[src/sv/ucm_pkg.sv]
// Shared types and constants of the UTF-8 to legacy charset mapper.
`default_nettype none
package ucm_pkg;

    localparam int unsigned MAP_ENTRIES_DEF = 256;
    localparam int unsigned FIFO_DEPTH_DEF  = 4;
    localparam int unsigned GRP_SIZE        = 32;
    localparam int unsigned GRP_BITS        = 5;
    localparam int unsigned CP_W            = 21;
    localparam int unsigned BYTE_W          = 8;
    localparam int unsigned SLOT_W          = 8;
    localparam int unsigned MAX_OUT         = 4;
    localparam int unsigned HELD_N          = 3;
    localparam int unsigned APB_ADDR_W      = 3;
    localparam int unsigned APB_DATA_W      = 32;

    localparam logic REG_IDX_MODE = 1'b0;

    localparam logic [7:0] ASCII_END = 8'h80;
    localparam logic [7:0] CONT_TAG  = 8'h80;
    localparam logic [7:0] LEAD2     = 8'hC0;
    localparam logic [7:0] LEAD3     = 8'hE0;
    localparam logic [7:0] LEAD4     = 8'hF0;
    localparam logic [7:0] MASK_L2   = 8'h1F;
    localparam logic [7:0] MASK_L3   = 8'h0F;
    localparam logic [7:0] MASK_L4   = 8'h07;
    localparam logic [7:0] MASK_CONT = 8'h3F;
    localparam logic [7:0] MASK_TAG  = 8'hC0;

    typedef enum logic {
        KIND_TEXT  = 1'b0,
        KIND_WRITE = 1'b1
    } t_kind;

    typedef struct packed {
        logic                          is_wr;
        logic                          lookup;
        logic [2:0]                    cnt;
        logic [MAX_OUT-1:0][BYTE_W-1:0] bytes;
        logic [CP_W-1:0]               key;
        logic [SLOT_W-1:0]             wr_slot;
        logic [BYTE_W-1:0]             wr_byte;
        logic                          wr_live;
    } t_job;

    typedef struct packed {
        logic              v;
        logic              hit;
        logic [BYTE_W-1:0] hval;
        t_job              job;
    } t_stage;

endpackage
`default_nettype wire

[src/sv/ucm_in_if.sv]
// Input request channel of the mapper: text bytes and map entry writes.
`default_nettype none
interface ucm_in_if;
    logic                          valid;
    logic                          ready;
    logic                          kind;
    logic [ucm_pkg::BYTE_W-1:0]    text_byte;
    logic                          end_of_text;
    logic [ucm_pkg::SLOT_W-1:0]    entry_slot;
    logic [ucm_pkg::CP_W-1:0]      entry_codepoint;
    logic [ucm_pkg::BYTE_W-1:0]    entry_byte;
    logic                          entry_valid;

    modport source (
        output valid, kind, text_byte, end_of_text, entry_slot,
               entry_codepoint, entry_byte, entry_valid,
        input  ready
    );
    modport sink (
        input  valid, kind, text_byte, end_of_text, entry_slot,
               entry_codepoint, entry_byte, entry_valid,
        output ready
    );
endinterface
`default_nettype wire

[src/sv/ucm_front.sv]
// Decoder front: accepts requests, tracks UTF-8 state and builds jobs.
`default_nettype none
module ucm_front (
    input  logic          i_clk,
    input  logic          i_rst_n,
    input  logic          i_mode,
    ucm_in_if.sink        i_in,
    input  logic          i_full,
    output logic          o_push,
    output ucm_pkg::t_job o_job
);
    logic [ucm_pkg::HELD_N-1:0][ucm_pkg::BYTE_W-1:0] r_held, n_held;
    logic [1:0]                                       r_hcnt, n_hcnt;
    logic [1:0]                                       r_need, n_need;
    logic [ucm_pkg::CP_W-1:0]                         r_cp, n_cp;

    logic                                             acc;
    logic [ucm_pkg::BYTE_W-1:0]                       b;
    logic                                             eot;
    logic                                             is_cont;
    logic                                             pending;
    logic                                             start_emit;
    logic [ucm_pkg::CP_W-1:0]                         cp_next;
    logic [1:0]                                       ld_need;
    logic [ucm_pkg::CP_W-1:0]                         ld_cp;
    logic [ucm_pkg::MAX_OUT-1:0][ucm_pkg::BYTE_W-1:0] fl;
    logic [2:0]                                       fl_cnt;

    assign i_in.ready = !i_full;
    assign acc        = i_in.valid && !i_full;
    assign b          = i_in.text_byte;
    assign eot        = i_in.end_of_text;
    assign is_cont    = ((b & ucm_pkg::MASK_TAG) == ucm_pkg::CONT_TAG);
    assign pending    = (r_need != 2'd0);
    assign start_emit = (b < ucm_pkg::LEAD2) || eot;
    assign cp_next    = {r_cp[ucm_pkg::CP_W-7:0], 6'(b & ucm_pkg::MASK_CONT)};
    assign fl_cnt     = {1'b0, r_hcnt} + 3'd1;

    always_comb begin
        if (b < ucm_pkg::LEAD3) begin
            ld_need = 2'd1;
            ld_cp   = ucm_pkg::CP_W'(b & ucm_pkg::MASK_L2);
        end else if (b < ucm_pkg::LEAD4) begin
            ld_need = 2'd2;
            ld_cp   = ucm_pkg::CP_W'(b & ucm_pkg::MASK_L3);
        end else begin
            ld_need = 2'd3;
            ld_cp   = ucm_pkg::CP_W'(b & ucm_pkg::MASK_L4);
        end
    end

    // Held bytes followed by the current byte, as a flush would emit them.
    always_comb begin
        for (int i = 0; i < ucm_pkg::HELD_N; i++) begin
            fl[i] = r_held[i];
        end
        fl[ucm_pkg::MAX_OUT-1] = '0;
        fl[r_hcnt] = b;
    end

    always_comb begin
        n_held = r_held;
        n_hcnt = r_hcnt;
        n_need = r_need;
        n_cp   = r_cp;
        o_push = 1'b0;
        o_job  = '0;
        if (acc) begin
            if (i_in.kind == ucm_pkg::KIND_WRITE) begin
                o_push        = 1'b1;
                o_job.is_wr   = 1'b1;
                o_job.wr_slot = i_in.entry_slot;
                o_job.key     = i_in.entry_codepoint;
                o_job.wr_byte = i_in.entry_byte;
                o_job.wr_live = i_in.entry_valid;
            end else if (!i_mode) begin
                o_push      = 1'b1;
                o_job.bytes = fl;
                o_job.cnt   = fl_cnt;
                n_hcnt      = 2'd0;
                n_need      = 2'd0;
                n_cp        = '0;
            end else if (!pending || !is_cont) begin
                if (start_emit) begin
                    o_push      = 1'b1;
                    o_job.bytes = fl;
                    o_job.cnt   = fl_cnt;
                    n_hcnt      = 2'd0;
                    n_need      = 2'd0;
                    n_cp        = '0;
                end else begin
                    o_push      = pending;
                    o_job.bytes = fl;
                    o_job.cnt   = {1'b0, r_hcnt};
                    n_held[0]   = b;
                    n_hcnt      = 2'd1;
                    n_need      = ld_need;
                    n_cp        = ld_cp;
                end
            end else if (r_need == 2'd1) begin
                o_push = 1'b1;
                if (cp_next < ucm_pkg::CP_W'(ucm_pkg::ASCII_END)) begin
                    o_job.bytes[0] = cp_next[ucm_pkg::BYTE_W-1:0];
                    o_job.cnt      = 3'd1;
                end else begin
                    o_job.bytes  = fl;
                    o_job.cnt    = fl_cnt;
                    o_job.lookup = 1'b1;
                    o_job.key    = cp_next;
                end
                n_hcnt = 2'd0;
                n_need = 2'd0;
                n_cp   = '0;
            end else if (eot) begin
                o_push      = 1'b1;
                o_job.bytes = fl;
                o_job.cnt   = fl_cnt;
                n_hcnt      = 2'd0;
                n_need      = 2'd0;
                n_cp        = '0;
            end else begin
                if (r_hcnt != 2'd3) begin
                    n_held[r_hcnt] = b;
                end
                n_hcnt = r_hcnt + 2'd1;
                n_need = r_need - 2'd1;
                n_cp   = cp_next;
            end
        end
    end

    always_ff @(posedge i_clk) begin
        if (!i_rst_n) begin
            r_hcnt <= 2'd0;
            r_need <= 2'd0;
            r_cp   <= '0;
        end else begin
            r_hcnt <= n_hcnt;
            r_need <= n_need;
            r_cp   <= n_cp;
        end
    end

    always_ff @(posedge i_clk) begin
        r_held <= n_held;
    end

endmodule
`default_nettype wire

[src/flat_wrapper.sv]
// flat-port wrapper written by rule: the top's interface ports become plain ports
module ucm_front_flat 
  (i_clk, i_rst_n, i_mode, i_full, o_push, o_job, i_in_valid, i_in_kind, i_in_text_byte, i_in_end_of_text, i_in_entry_slot, i_in_entry_codepoint, i_in_entry_byte, i_in_entry_valid, i_in_ready);
  ucm_in_if i_in_i ();
  input  logic i_clk;
  input  logic i_rst_n;
  input  logic i_mode;
  input  logic i_full;
  output logic o_push;
  output ucm_pkg::t_job o_job;
  input wire logic [$bits(i_in_i.valid)-1:0] i_in_valid;
  input wire logic [$bits(i_in_i.kind)-1:0] i_in_kind;
  input wire logic [$bits(i_in_i.text_byte)-1:0] i_in_text_byte;
  input wire logic [$bits(i_in_i.end_of_text)-1:0] i_in_end_of_text;
  input wire logic [$bits(i_in_i.entry_slot)-1:0] i_in_entry_slot;
  input wire logic [$bits(i_in_i.entry_codepoint)-1:0] i_in_entry_codepoint;
  input wire logic [$bits(i_in_i.entry_byte)-1:0] i_in_entry_byte;
  input wire logic [$bits(i_in_i.entry_valid)-1:0] i_in_entry_valid;
  output wire logic [$bits(i_in_i.ready)-1:0] i_in_ready;
  assign i_in_i.valid = i_in_valid;
  assign i_in_i.kind = i_in_kind;
  assign i_in_i.text_byte = i_in_text_byte;
  assign i_in_i.end_of_text = i_in_end_of_text;
  assign i_in_i.entry_slot = i_in_entry_slot;
  assign i_in_i.entry_codepoint = i_in_entry_codepoint;
  assign i_in_i.entry_byte = i_in_entry_byte;
  assign i_in_i.entry_valid = i_in_entry_valid;
  assign i_in_ready = i_in_i.ready;
  ucm_front u_core (.i_clk(i_clk), .i_rst_n(i_rst_n), .i_mode(i_mode), .i_in(i_in_i), .i_full(i_full), .o_push(o_push), .o_job(o_job));
endmodule
[config.mk]
export PLATFORM = sky130hd
export DESIGN_NAME = ucm_front_flat
export DESIGN_NICKNAME = d
export VERILOG_FILES = /design/src/sv/ucm_pkg.sv /design/src/sv/ucm_in_if.sv /design/src/sv/ucm_front.sv /design/src/flat_wrapper.sv
export SDC_FILE = /design/constraint.sdc
export NUM_CORES = 1
export LEC_CHECK = 0
export ABC_AREA = 0
export BUFFER_PORTS_ARGS = -buffer_cell sky130_fd_sc_hd__buf_2
export CELL_PAD_IN_SITES_DETAIL_PLACEMENT = 1
export CELL_PAD_IN_SITES_GLOBAL_PLACEMENT = 2
export CORE_ASPECT_RATIO = 2
export CORE_UTILIZATION = 25
export CTS_BUF_LIST = sky130_fd_sc_hd__clkbuf_8
export CTS_CLUSTER_SIZE = 24
export DETAILED_ROUTE_END_ITERATION = 16
export PLACE_DENSITY_LB_ADDON = 0.1
export SYNTH_ARGS = -nofsm -noshare
export SYNTH_HDL_FRONTEND = slang
export SYNTH_SLANG_ARGS = --single-unit
[constraint.sdc]
create_clock -name i_clk -period 2.7 [get_ports i_clk]
set_input_delay 0.405 -clock i_clk [delete_from_list [all_inputs] [get_ports i_clk]]
set_output_delay 0.405 -clock i_clk [all_outputs]
set_load 0.01 [all_outputs]
==> impl_metrics.ini <==
[clocking]
clockBufferDepth = 2
cts_root_buffer = clkbuf_8
cts_hold_buf = 0
cts_tree = built
cts_max_level = 2
clk_latency_ps = 320
cts_buffers = 5
path_clk_slew_ps = 90
numClockSinks = 43

[setup_path]
cp_top_family = simple AND/OR/NAND/NOR gates
path_buf_inv = 3
cp-start-kind = register
timing.critical_path.cells = inv_1 > ha_2 > nor2_1 > a31oi_4 > o21ai_2 > buf_4 > nor2b_1 > buf_2
cp_max_fo = 17
slowest_stage = nor2_1
cp_data_required_time_ps = 2300
arrival_ps = 2100
criticalPathCategory = register to output port
critPathCaptureType = output port
slowest_delay_ps = 390

[cells_and_area]
diodes = 0
register_area_um2 = 1100
fillers = 1384
multi_input_area_um2 = 1610
layout_commonest_cell = buf_2
layout-drive-gt1-share_pct = 41.4
nNetsFinal = 500
syn_to_final_growth_pct = 34.7
fin_util_pct = 34.8
layout_common_cells = 129 x buf_2, 36 x nand2_1, 24 x edfxtp_1

[yosys]
postSynthAreaPerCell_um2 = 9.13
synth_warnings = 0
synth_ff_type = edfxtp_1
async_flop_share_pct = 0
synth_nets = 369
ys_types = 44
yosysSeqAreaShare_pct = 38.9
synth-edff-count = 24
synth_area_um2 = 2830
synth_cells = 310
ys_seq_elements = 43

[global_routing]
grt_max_degree = 28
grt.total_usage_pct = 18.1
grt_pass1_vias = 2946
antenna_found_initial = 0
grt_remaining_overflow = 0
grt_pass1_wl_mm = 16.3

[sta]
hold_viol = 0
finalClockSkew_ps = 8.77
rsz0062_at_grt = false
worst_pin_slew_ps = 477
finalCriticalPeriod_ps = 2500
fmax_mhz = 399
fin_crit_sh_pct = 92.8
finalMaxSlewViolations = 0
slew_headroom_pct = 68.1
setup_violations = 0
fin_setup_tns_ps = 0

[power_and_ir_drop]
p_per_area_nw_per_um2 = 350
vdd_drop_max_v = 0.000208
leakage_nw = 1.71

[floorplanning]
dieWidth_um = 77.2
start_util_pct = 25.9
ios = 130
die_h_um = 152
num_rows = 54
die_area_um2 = 11800
core_area_um2 = 10900

[route]
drc = 0
drt-total-wl_mm = 10.6
dr.pass1.iters = 4
viasPerCell = 4.93
drt_iter0_markers = 72
route.vias.total = 2867
antenna_left = 0
post_drt_wl_per_cell_um = 18.3

[status]
status = completed

[placed_design]
place_congestion = 0.787
port_buffers = 129
dp_hpwl_mm = 8.30

[flow_run]
drv_cap = 0

[min_path]
min_path_type = register to register
timing repair:
item	4_1_cts	5_1_grt
pin swaps	0	2
gates resized for setup	2	5
cloned	0	1
buffers inserted	0	2
hold endpoints to repair	0	0
endpoints found under the setup margin	22	33
registers in the layout, indices dropped and copies added, names as in the netlist:
register and count:
u_core.r_hcnt 2, u_core.r_held 24, u_core.r_need 2, u_core.r_cp 15
synth_stat cells, types with 2 or more instances:
cell	count	area share (%)
nand2_1	36	4.8
edfxtp_1	24	25
nor2b_1	23	5.1
a22o_1	19	5.9
dfxtp_1	19	13
and2_1	17	3.8
clkbuf_1	16	2.1
mux2_2	16	6.4
nand3_1	16	2.8
inv_1	15	2.0
nor2_1	14	1.9
a21boi_1	11	2.9
mux2i_1	9	3.2
o21ai_0	9	1.6
ha_1	6	2.7
and3_1	5	1.1
buf_2	5	0.88
nand4_1	5	1.1
a21oi_1	4	0.71
a22oi_1	4	1.1
nor4_1	4	0.88
nor3_1	3	0.53
a21boi_0	2	0.53
a31oi_1	2	0.44
a32oi_1	2	0.62
buf_6	2	0.80
nand2b_1	2	0.44
nand3b_1	2	0.53
o41ai_1	2	0.62
or3b_1	2	0.62
area by class of cell:
type	instances	area share (%)
clock buffers	5	1.81
clock inverters	3	0.689
inverters	15	1.48
multi-input cells	230	42.2
flip-flops and latches	43	28.9
well taps	140	4.60
repair buffers	146	20.3
worst reg2reg max path: cells and delay by family (launching register included):
family                     cells  cell delay (ps)
DFF                            1              340
adders and majority gates      1              230
buffers and inverters          2              360
and+or+nand+nor                3              710
where the power goes:
| group | internal (mW) | switching [mW] | total, mW | leakage (nW) |
|---|---|---|---|---|
| Combinational | 0.0776 | 0.109 | 0.187 | 1.29 |
| Clock | 0.192 | 0.266 | 0.459 | 0.0495 |
| Sequential | 0.686 | 0.000743 | 0.687 | 0.369 |
worst paths after layout:
| path | from | to | slack, ps | cells past startpoint |
|---|---|---|---|---|
| worst max-delay path | u_core.r_need[1] | o_job[52] | 200 | 8 |
| worst min register to register | u_core.r_need[1] | u_core.r_need[1] | 470 | 2 |
| worst min-delay path | u_core.r_need[1] | u_core.r_need[1] | 470 | 2 |
| worst max register to register | u_core.r_need[1] | u_core.r_held[13] | 750 | 6 |
cells by family (layout without fill, tap and decap cells):
family	count (synthesis)	in the layout	share of synthesized area [%]
AOI/OAI and AO/OA	65	65	17.9
DFF	43	43	38.9
muxes	25	25	9.55
buffers and inverters	38	169	5.79
and+or+nand+nor	133	134	25.2
adders and majority gates	6	6	2.65
routing by layer:
layer	GRT usage [%]	part of all wire, %
met2	36.8	58
met1	17.3	35
met4	7.01	2.4
met3	2.75	4.2
met5	0	0
metrics by stage:
step | setup slack (ps) | hold WS (ps) | std cells | total power [mW] | instance area (µm²)
final | 196 | 475 | 582 | 1.33 | 3810
after detailed placement | 227 | 458 | 571 | 0.890 | 3660
after global routing | 13.3 | 509 | 582 | 1.39 | 3810
after CTS | 11.0 | 474 | 579 | 1.35 | 3760
after floorplan | 430 | 435 | 310 | 0.784 | 2840
after global placement | 289 | 446 | 571 | 0.888 | 3660
Note: power is estimated with default switching activity, not from simulation.
