==> config.mk <==
export PLATFORM = sky130hd
export DESIGN_NAME = ucm_fifo
export DESIGN_NICKNAME = d
export VERILOG_FILES = /design/src/sv/ucm_pkg.sv /design/src/sv/ucm_fifo.sv
export SDC_FILE = /design/constraint.sdc
export NUM_CORES = 1
export LEC_CHECK = 0
export BUFFER_PORTS_ARGS = -buffer_cell sky130_fd_sc_hd__buf_2
export CORE_ASPECT_RATIO = 1.5
export CORE_MARGIN = 8
export CORE_UTILIZATION = 40
export DETAILED_ROUTE_END_ITERATION = 10
export PLACE_DENSITY_LB_ADDON = 0.1
export REMOVE_ABC_BUFFERS = 1
export SLEW_MARGIN = 20
export SYNTH_ARGS = -nofsm -noshare
export SYNTH_HDL_FRONTEND = slang
export SYNTH_SLANG_ARGS = --single-unit
==> constraint.sdc <==
create_clock -name i_clk -period 5.22 [get_ports i_clk]
set_input_delay 1.044 -clock i_clk [delete_from_list [all_inputs] [get_ports i_clk]]
set_output_delay 1.044 -clock i_clk [all_outputs]
set_load 0.01 [all_outputs]
==> src/sv/ucm_pkg.sv <==
// Shared types and constants of the UTF-8 to legacy charset mapper.
`default_nettype none
package ucm_pkg;

    localparam int unsigned MAP_ENTRIES_DEF = 256;
    localparam int unsigned FIFO_DEPTH_DEF  = 4;
    localparam int unsigned GRP_SIZE        = 32;
    localparam int unsigned GRP_BITS        = 5;
    localparam int unsigned CP_W            = 21;
    localparam int unsigned BYTE_W          = 8;
    localparam int unsigned SLOT_W          = 8;
    localparam int unsigned MAX_OUT         = 4;
    localparam int unsigned HELD_N          = 3;
    localparam int unsigned APB_ADDR_W      = 3;
    localparam int unsigned APB_DATA_W      = 32;

    localparam logic REG_IDX_MODE = 1'b0;

    localparam logic [7:0] ASCII_END = 8'h80;
    localparam logic [7:0] CONT_TAG  = 8'h80;
    localparam logic [7:0] LEAD2     = 8'hC0;
    localparam logic [7:0] LEAD3     = 8'hE0;
    localparam logic [7:0] LEAD4     = 8'hF0;
    localparam logic [7:0] MASK_L2   = 8'h1F;
    localparam logic [7:0] MASK_L3   = 8'h0F;
    localparam logic [7:0] MASK_L4   = 8'h07;
    localparam logic [7:0] MASK_CONT = 8'h3F;
    localparam logic [7:0] MASK_TAG  = 8'hC0;

    typedef enum logic {
        KIND_TEXT  = 1'b0,
        KIND_WRITE = 1'b1
    } t_kind;

    typedef struct packed {
        logic                          is_wr;
        logic                          lookup;
        logic [2:0]                    cnt;
        logic [MAX_OUT-1:0][BYTE_W-1:0] bytes;
        logic [CP_W-1:0]               key;
        logic [SLOT_W-1:0]             wr_slot;
        logic [BYTE_W-1:0]             wr_byte;
        logic                          wr_live;
    } t_job;

    typedef struct packed {
        logic              v;
        logic              hit;
        logic [BYTE_W-1:0] hval;
        t_job              job;
    } t_stage;

endpackage
`default_nettype wire

==> src/sv/ucm_fifo.sv <==
// Short job queue between the decoder front and the lookup back.
`default_nettype none
module ucm_fifo #(
    parameter int unsigned DEPTH = ucm_pkg::FIFO_DEPTH_DEF
) (
    input  logic          i_clk,
    input  logic          i_rst_n,
    input  logic          i_push,
    input  ucm_pkg::t_job i_job,
    input  logic          i_pop,
    output logic          o_full,
    output logic          o_empty,
    output ucm_pkg::t_job o_head
);
    localparam int unsigned PTR_W = (DEPTH > 1) ? $clog2(DEPTH) : 1;
    localparam int unsigned CNT_W = $clog2(DEPTH + 1);

    ucm_pkg::t_job    r_mem [DEPTH];
    logic [PTR_W-1:0] r_wr;
    logic [PTR_W-1:0] r_rd;
    logic [CNT_W-1:0] r_cnt;

    assign o_full  = (r_cnt == CNT_W'(DEPTH));
    assign o_empty = (r_cnt == '0);
    assign o_head  = r_mem[r_rd];

    always_ff @(posedge i_clk) begin
        if (!i_rst_n) begin
            r_wr  <= '0;
            r_rd  <= '0;
            r_cnt <= '0;
        end else begin
            if (i_push) begin
                r_wr <= (r_wr == PTR_W'(DEPTH - 1)) ? '0 : r_wr + PTR_W'(1);
            end
            if (i_pop) begin
                r_rd <= (r_rd == PTR_W'(DEPTH - 1)) ? '0 : r_rd + PTR_W'(1);
            end
            if (i_push && !i_pop) begin
                r_cnt <= r_cnt + CNT_W'(1);
            end else if (!i_push && i_pop) begin
                r_cnt <= r_cnt - CNT_W'(1);
            end
        end
    end

    always_ff @(posedge i_clk) begin
        if (i_push) begin
            r_mem[r_wr] <= i_job;
        end
    end

endmodule
`default_nettype wire

==> results of run 1 <==
-- area by class of cell --
class	instances	area share, %
inverter	4	0.112
sequential	309	68.8
antenna	1	0.0187
timing repair buffer	163	6.25
clock inverter	17	0.964
multi-input combinational	106	14.7
tap	346	3.24
clock buffer	38	6.00
-- cell usage after synthesis (all sizes together) (2+ instances only) --
| cell | instances | share of area, % |
|---|---|---|
| and2 | 5 | 0.28 |
| buf | 14 | 1.0 |
| clkbuf | 2 | 0.067 |
| dfxtp | 9 | 1.6 |
| edfxtp | 300 | 80 |
| ha | 6 | 0.67 |
| inv | 4 | 0.13 |
| mux2i | 4 | 0.36 |
| mux4 | 75 | 15 |
| nor2b | 5 | 0.28 |
| nor3 | 2 | 0.089 |
-- sequential cells by signal (all words and copies together) (netlist names), named ones only --
name,flops
r_mem,300
r_cnt,3
r_rd,2
r_wr,2
-- placed cells by master (no fill, tap or decap), types with 4 or more instances in the layout --
cell type	instances
edfxtp_1	300
buf_2	155
mux4_2	75
clkbuf_16	31
clkinv_1	8
buf_4	8
clkbuf_1	7
dfxtp_1	7
ha_1	6
clkinv_2	6
nor2b_1	5
inv_1	4
and2_4	4
mux2i_1	4
-- logic make-up after synthesis --
group                    count (synthesis)  synth area share [%]
flip-flops                             309                  81.5
multiplexers                            79                  15.3
buffers and inverters                   20                  1.20
AND/OR/NAND/NOR                         15                 0.799
adder cells (fa/ha/maj)                  7                 0.843
AO/OA/AOI/OAI                            3                 0.178
XOR/XNOR                                 2                 0.155
-- metal layers --
layer	global-route usage (%)	share of wire (%)	wire length [um]
met1	14.0	36	8260
met2	26.1	57	13000
met3	3.00	5.0	1150
met4	4.48	2.2	516
met5	0	0.057	13
-- worst max-delay path, delay by kind of cell (launching register included) --
kind	cells	cell delay (ns)
buffers and inverters	2	0.65
flip-flops	1	0.87
multiplexers	1	0.57
-- per-stage QoR --
| stage | std cells | area, um2 | hold WS [ns] |
|---|---|---|---|
| floorplan | 419 | 11200 | 0.472 |
| global placement | 928 | 12400 | 0.485 |
| detailed placement | 928 | 12400 | 0.533 |
| CTS | 983 | 13400 | 0.543 |
| global route | 983 | 13400 | 0.563 |
| finish | 984 | 13400 | 0.535 |
-- path summary, 6_finish.rpt --
path | depth (start not counted) | slack (ns) | startpoint | to
min reg2reg | 2 | 0.54 | r_rd[1] | flip-flop
max | 3 | 1.51 | flip-flop | o_head[70]
min | 2 | 0.54 | r_rd[1] | flip-flop
max reg2reg | 4 | 3.04 | r_wr[0] | r_mem[2][1]
-- power breakdown --
| group | switching, mW | total [mW] | internal (mW) |
|---|---|---|---|
| registers | 0.0531 | 2.89 | 2.84 |
| logic | 0.234 | 0.439 | 0.205 |
| clock network | 0.878 | 2.06 | 1.18 |
==> impl_metrics.json, run 1 <==
{
  "period_share_pct": 71.1,
  "fin_util_pct": 48.0,
  "fmax_mhz": 269,
  "cts_made_buffers": 30,
  "arrival_ns": 2.67,
  "synth_edf_count": 300,
  "end_kind": "output pin",
  "yosysWarnings": 0,
  "syn_area_per_cell_um2": 25.9,
  "drv_cap": 0,
  "drc": 0,
  "syn_inst": 435,
  "post_cts_buffers": 0,
  "cts.htree.levels": 1,
  "vias_per_cell": 5.12,
  "cts.repair.resized": 0,
  "ys_ff_latch": 309,
  "fp.dieH_um": 222,
  "multi_input_area_mm2": 0.00196,
  "critPathMaxFanout": 38,
  "hold_viol_final": 0,
  "cts_sinks": 309,
  "min_path_type": "reg2reg",
  "power_mw": 5.39,
  "tns_ns": 0,
  "initialDrtViolationCount": 240,
  "grt_pass1_vias": 5772,
  "tightest_slew_ns": 0.906,
  "slew_viol_final": 0,
  "cp_cell_sequence": "buf_4 > mux4_2 > buf_2",
  "antenna_left": 0,
  "status": "finished, final reports clean",
  "layout-drive-gt1-share_pct": 44.6,
  "initial_utilization_pct": 40.5,
  "cpMaxStageDelayCell": "dfxtp_4",
  "portBuffers": 155,
  "p_per_area_mw_per_mm2": 403,
  "grtUsageTotal_pct": 13.5,
  "grt_pass1_wl_um": 34800,
  "rsz0062_at_grt": "false",
  "rows": 75,
  "regArea_mm2": 0.00920,
  "dr.pass1.iters": 4,
  "syn_to_final_growth_pct": 18.6,
  "fin_ws_ns": 1.51,
  "slew_headroom_pct": 39.6,
  "crit_type": "reg2out",
  "dp_hpwl_um": 13900,
  "clock_latency_ns": 0.55,
  "io_pins": 156,
  "core_area_mm2": 0.0279,
  "ys_async_sr_fraction_pct": 0,
  "cts_tree": "yes",
  "ys_seq_area_share_pct": 81.5,
  "design.die.area_mm2": 0.0339,
  "syn_area_mm2": 0.0113,
  "clkSlewWorstSetupHoldPaths_ns": 0.06,
  "vias": 5039,
  "nFillCells": 2313,
  "slowest_delay_ns": 0.87,
  "hold_buffers": 0,
  "die_x_um": 153,
  "wl_per_cell_um": 23.3,
  "wl_um": 23000,
  "power.leakage_nw": 4.49,
  "clockBufferDepth": 3,
  "place_congestion": 0.651,
  "fin_skew_ns": 0.0131,
  "antenna_found_initial": 3,
  "cp.required_ns": 4.18,
  "ir_drop_mv": 0.301,
  "grt_max_degree": 55,
  "ys_types": 22,
  "cp-start-kind": "flip-flop",
  "setup_violations": 0,
  "nets": 700,
  "synth_flop_cell": "edfxtp_1",
  "pre_cts_ws_ns": 1.95,
  "fin_crit_ns": 3.71,
  "root_buffer": "clkbuf_16",
  "grt_overflow": 0
}
Note: power is estimated with default switching activity, not from simulation.
==> inputs of run 2 (changes only) <==
- ABC_AREA: not set -> 1
- clock period: 5.22 -> 3.1 ns (I/O delays scaled with it)
==> run 2 against run 1 <==
  * Synthesized cell count increased by 80%
  * Largest power group unchanged
  * Hold slack got worse by 0.26 ns
  * Count of clock-buffer cells in the layout grew 6
  * Cell count grew 40%
  * Critical path depth up 1
  * Routed wire length increased by 20%
==> impl_metrics.json, run 2 <==
{
  "p_per_area_mw_per_mm2": 642,
  "cts.repair.resized": 0,
  "core_area_mm2": 0.0307,
  "rows": 79,
  "cp.required_ns": 2.48,
  "syn_area_per_cell_um2": 15.7,
  "regArea_mm2": 0.00919,
  "syn_to_final_growth_pct": 17.7,
  "portBuffers": 155,
  "clockPowerShare_pct": 37.1,
  "cts.htree.levels": 1,
  "power.internal_mw": 7.09,
  "fin_skew_ns": 0.0102,
  "mostFrequentLayoutCells": "edfxtp_1, buf_2, o21ai_0",
  "top_register": "r_mem",
  "power.leakage_nw": 5.02,
  "slew_viol_final": 0,
  "fmax_mhz": 358,
  "critPathBufInv": 2,
  "r2r-start": "r_wr[0]",
  "arrival_ns": 2.18,
  "holdPathStages": 1,
  "status": "finished, final reports clean",
  "tightest_slew_ns": 0.729,
  "swShare_pct": 23.9,
  "cts_sinks": 309,
  "clock_latency_ns": 0.56,
  "critPathMaxFanout": 150,
  "crit_type": "reg2out",
  "synth_commonest_cells": "edfxtp_1, o21ai_0, nor2_1, nor2_4, o22ai_2",
  "drc": 0,
  "vias": 6913,
  "wl_per_cell_um": 20.0,
  "grtUsageTotal_pct": 14.6,
  "ys_seq_area_share_pct": 74.5,
  "io_pins": 156,
  "initial_utilization_pct": 40.1,
  "fin_cells": 1378,
  "worstHoldStart": "i_job[29]",
  "clockBufferDepth": 3,
  "ys_ff_latch": 309,
  "ys_types": 25,
  "pwr-share-seq_pct": 51.7,
  "synth_edf_count": 300,
  "synth_top_area_cell": "edfxtp_1",
  "whs_endpoint": "r_mem[2][29]",
  "min_path_type": "in2reg",
  "antenna_left": 0,
  "nFillCells": 2731,
  "cpMaxStageDelayCell": "buf_12",
  "fp.dieH_um": 231,
  "synth_flop_cell": "edfxtp_1",
  "vias_per_cell": 5.02,
  "yosysWarnings": 0,
  "setup_violations": 0,
  "cts_made_buffers": 30,
  "ys_async_sr_fraction_pct": 0,
  "design.die.area_mm2": 0.0368,
  "grt_max_degree": 151,
  "fin_crit_ns": 2.80,
  "initialDrtViolationCount": 391,
  "multi_input_area_mm2": 0.00273,
  "ir_drop_mv": 0.508,
  "cts_tree": "yes",
  "r2r_cells": 4,
  "drv_cap": 0,
  "hold_buffers": 0,
  "power_switching_mw": 2.23,
  "clkSlewWorstSetupHoldPaths_ns": 0.06,
  "slew_headroom_pct": 51.4,
  "synth.area.top_cells": "edfxtp_1, o21ai_0, o22ai_2",
  "wl_um": 27600,
  "cp_cell_sequence": "buf_12 > o21ai_0 > o22ai_2 > buf_2",
  "syn_inst": 784,
  "finish.instance_area_mm2": 0.0145,
  "hold_viol_final": 0,
  "reg.largest.list": "r_mem: 300 flops, r_cnt: 3 flops",
  "tns_ns": 0,
  "nets": 1034,
  "cp-start-kind": "flip-flop",
  "power_mw": 9.32,
  "rsz0062_at_grt": "false",
  "die_x_um": 159,
  "period_share_pct": 90.2,
  "placed_cells": 1321,
  "slowest_delay_ns": 0.47,
  "grt_overflow": 0,
  "synth.most_common_cell": "edfxtp_1",
  "dr.pass1.iters": 6,
  "mostFrequentLayoutCell": "edfxtp_1",
  "yosysTopAreaCellShare_pct": 73.1,
  "fin_util_pct": 47.2,
  "dp_hpwl_um": 16500,
  "root_buffer": "clkbuf_16",
  "grt_pass1_vias": 7171,
  "crit_family": "buffers and inverters",
  "syn_area_mm2": 0.0123,
  "antenna_found_initial": 5,
  "post_cts_buffers": 0,
  "power_frac_comb_pct": 11.2,
  "r2r_end": "r_mem[3][17]",
  "grt_pass1_wl_um": 41900,
  "largest_reg_flops": 300,
  "place_congestion": 0.684,
  "end_kind": "output pin",
  "postPlaceCellArea_mm2": 0.0136,
  "ff2ff_setup_slack_ns": 1.15,
  "layout-drive-gt1-share_pct": 35.3
}
[run 2: layer usage]
layer	vias to the layer above	wire length, um	global-route usage (%)
met1	3425	11400	17.0
met4	8	511	4.02
met2	159	14300	26.4
met3	46	1390	3.46
li1	3275	-	-
met5	-	54	0
[run 2: power groups by stage]
stage / logic [mW] / clock network, mW / registers (mW)
after floorplan: 0.543 / 0 / 4.94
after global routing: 1.16 / 3.69 / 4.83
after CTS: 1.09 / 3.55 / 4.82
after global placement: 1.08 / 0 / 4.91
after detailed placement: 1.08 / 0 / 4.91
final: 1.05 / 3.46 / 4.82
[run 2: how the worst max path moves through the flow]
stage,start,end,slack (ns),cells after the start
floorplan,flip-flop,o_head[0],-1.89,3
global route,flip-flop,o_head[49],0.11,4
global placement,flip-flop,o_head[44],0.87,4
finish,flip-flop,o_head[68],0.30,4
CTS,flip-flop,o_head[49],0.27,4
detailed placement,flip-flop,o_head[49],0.87,4
[run 2: area by class of cell]
class	instances	area share (%)
diodes	1	0.0172
clock buffers	44	6.02
clock inverters	12	0.440
inverters	16	0.500
multi-input cells	411	18.8
flip-flops and latches	309	63.3
well taps	405	3.49
repair buffers	180	7.41
[run 2: worst register-to-register path, stage by stage (launching register included)]
cell	delay, ns
dfxtp_1	0.35
ha_1	0.22
nand2_1	0.08
clkinv_2	0.56
buf_12	0.45
[run 2: cell families (layout without fill, tap and decap cells)]
group | Yosys count | in the layout | share of synthesized area (%)
DFF | 309 | 309 | 74.5
AOI/OAI and AO/OA | 231 | 231 | 12.8
and+or+nand+nor | 172 | 172 | 8.45
buffers and inverters | 64 | 252 | 3.37
adders and majority gates | 7 | 7 | 0.771
xor gates and xnor gates | 1 | 1 | 0.0710
other | 0 | 1 | 0
[run 2: metrics by stage]
stage / hold WS, ns / setup slack [ns]
after floorplan: 0.490 / -1.89
after global placement: 0.519 / 0.873
after detailed placement: 0.537 / 0.873
after CTS: 0.249 / 0.270
after global routing: 0.252 / 0.113
final: 0.277 / 0.304
==> inputs of run 3 (changes only) <==
- CORE_ASPECT_RATIO: 1.5 -> not set
==> run 3 against run 2 <==
  * Power increased by 4.7%
  * Clock power increased by 13%
  * Global-route usage about the same
  * Combinational power about the same
  * Hold slack improved by 0.052 ns
  * Via count decreased by 0.42%
  * Setup slack improved by 0.043 ns
  * Register-to-register slack about the same
  * Count of clock-buffer cells in the layout increased by 6
  * Critical endpoint is now o_head[35]
==> impl_metrics.json, run 3 (same netlist as run 2, synthesis figures left out) <==
{
  "layout-drive-gt1-share_pct": 34.7,
  "ir_drop_mv": 0.295,
  "grt_overflow": 0,
  "vias_per_cell": 5.04,
  "crit_family": "buffers and inverters",
  "mostFrequentLayoutCell": "edfxtp_1",
  "power.internal_mw": 7.52,
  "setup_violations": 0,
  "fp.dieH_um": 192,
  "slowest_delay_ns": 0.48,
  "cpMaxStageDelayCell": "buf_12",
  "r2r_cells": 5,
  "grt_max_degree": 151,
  "cts.repair.resized": 0,
  "critPathMaxFanout": 150,
  "holdWs_ns": 0.330,
  "place_congestion": 0.709,
  "slew_headroom_pct": 54.6,
  "placed_cells": 1305,
  "dp_hpwl_um": 15900,
  "grt_pass1_wl_um": 41400,
  "fin_cells": 1365,
  "p_per_area_mw_per_mm2": 667,
  "rsz0062_at_grt": "false",
  "hold_buffers": 0,
  "post_cts_buffers": 0,
  "wl_per_cell_um": 20.0,
  "hold_viol_final": 0,
  "mostFrequentLayoutCells": "edfxtp_1, buf_2, o21ai_0",
  "reg.largest.list": "r_mem: 300 flops, r_cnt: 3 flops",
  "cts_sinks": 309,
  "antenna_found_initial": 6,
  "clockBufferDepth": 3,
  "cts_tree": "yes",
  "power_frac_comb_pct": 10.6,
  "pwr-share-seq_pct": 49.4,
  "power_switching_mw": 2.24,
  "core_area_mm2": 0.0305,
  "cts_made_buffers": 35,
  "power.leakage_nw": 5.05,
  "min_path_type": "in2reg",
  "ff2ff_setup_slack_ns": 1.15,
  "clkSlewWorstSetupHoldPaths_ns": 0.06,
  "cts.htree.levels": 2,
  "root_buffer": "clkbuf_16",
  "io_pins": 156,
  "slew_viol_final": 0,
  "syn_to_final_growth_pct": 18.6,
  "crit_type": "reg2out",
  "drc": 0,
  "largest_reg_flops": 300,
  "period_share_pct": 88.8,
  "fin_crit_ns": 2.75,
  "r2r_end": "r_mem[1][30]",
  "grt_pass1_vias": 7101,
  "grtUsageTotal_pct": 14.6,
  "whs_endpoint": "r_mem[2][23]",
  "dr.pass1.iters": 5,
  "top_register": "r_mem",
  "arrival_ns": 2.13,
  "rows": 64,
  "power_mw": 9.76,
  "swShare_pct": 22.9,
  "nFillCells": 2635,
  "initial_utilization_pct": 40.4,
  "nets": 1032,
  "cp.required_ns": 2.48,
  "design.die.area_mm2": 0.0367,
  "cp_cell_sequence": "buf_12 > o21ai_0 > o22ai_1 > buf_2",
  "holdPathStages": 1,
  "wl_um": 27300,
  "antenna_cells": 0,
  "portBuffers": 155,
  "fmax_mhz": 363,
  "postPlaceCellArea_mm2": 0.0135,
  "clock_latency_ns": 0.50,
  "clockPowerShare_pct": 40.0,
  "tightest_slew_ns": 0.681,
  "cp-start-kind": "flip-flop",
  "end_kind": "output pin",
  "initialDrtViolationCount": 441,
  "die_x_um": 192,
  "r2r-start": "r_wr[1]",
  "fin_util_pct": 47.9,
  "critPathBufInv": 2,
  "worstHoldStart": "i_job[23]",
  "drv_cap": 0,
  "finish.instance_area_mm2": 0.0146,
  "antenna_left": 0,
  "fin_skew_ns": 0.0175,
  "vias": 6884,
  "status": "finished, final reports clean"
}
[run 3: cell count changes in the layout (fill, tap and decap cells not counted), sizes merged]
cell / delta
bufinv: +2
inv: -1
buf: -7
clkinv: -3
diode: -1
clkbuf: +6
[run 3: metrics by stage]
step | setup TNS [ns] | setup slack [ns]
6_report | 0 | 0.347
5_1_grt | 0 | 0.220
4_1_cts | 0 | 0.345
3_5_place_dp | 0 | 0.879
3_3_place_gp | 0 | 0.891
2_1_floorplan | -138.77 | -1.89
[run 3: metal layers]
metal / track usage [%] / vias to the layer above / wire length [um]
li1: - / 3269 / -
met4: 3.73 / 12 / 410
met5: 0 / - / 74
met3: 4.01 / 49 / 1600
met2: 23.9 / 147 / 13000
met1: 19.0 / 3407 / 12200
[run 3: worst max path at each step]
stage / start / to / slack, ns / cells after the start
6_report: flip-flop / o_head[35] / 0.35 / 4
5_1_grt: flip-flop / o_head[51] / 0.22 / 4
4_1_cts: flip-flop / o_head[39] / 0.35 / 5
3_5_place_dp: flip-flop / o_head[39] / 0.88 / 5
3_3_place_gp: flip-flop / o_head[39] / 0.89 / 5
2_1_floorplan: flip-flop / o_head[0] / -1.89 / 3
[run 3: area by class of cell]
cell class / instances / area [um2] / share of cell area [%]
inverters: 16 / 72.6 / 0.496
well taps: 396 / 495 / 3.39
clock inverters: 10 / 95.1 / 0.650
multi-input cells: 411 / 2730 / 18.6
flip-flops and latches: 309 / 9190 / 62.9
repair buffers: 173 / 1050 / 7.17
clock buffers: 50 / 995 / 6.80
[run 3: power by group through the flow]
stage          Clock, mW  Sequential (mW)  Combinational [mW]
2_1_floorplan          0             4.94               0.543
3_3_place_gp           0             4.91                1.07
3_5_place_dp           0             4.91                1.07
4_1_cts             4.00             4.82                1.07
5_1_grt             4.16             4.83                1.15
6_report            3.90             4.82                1.04
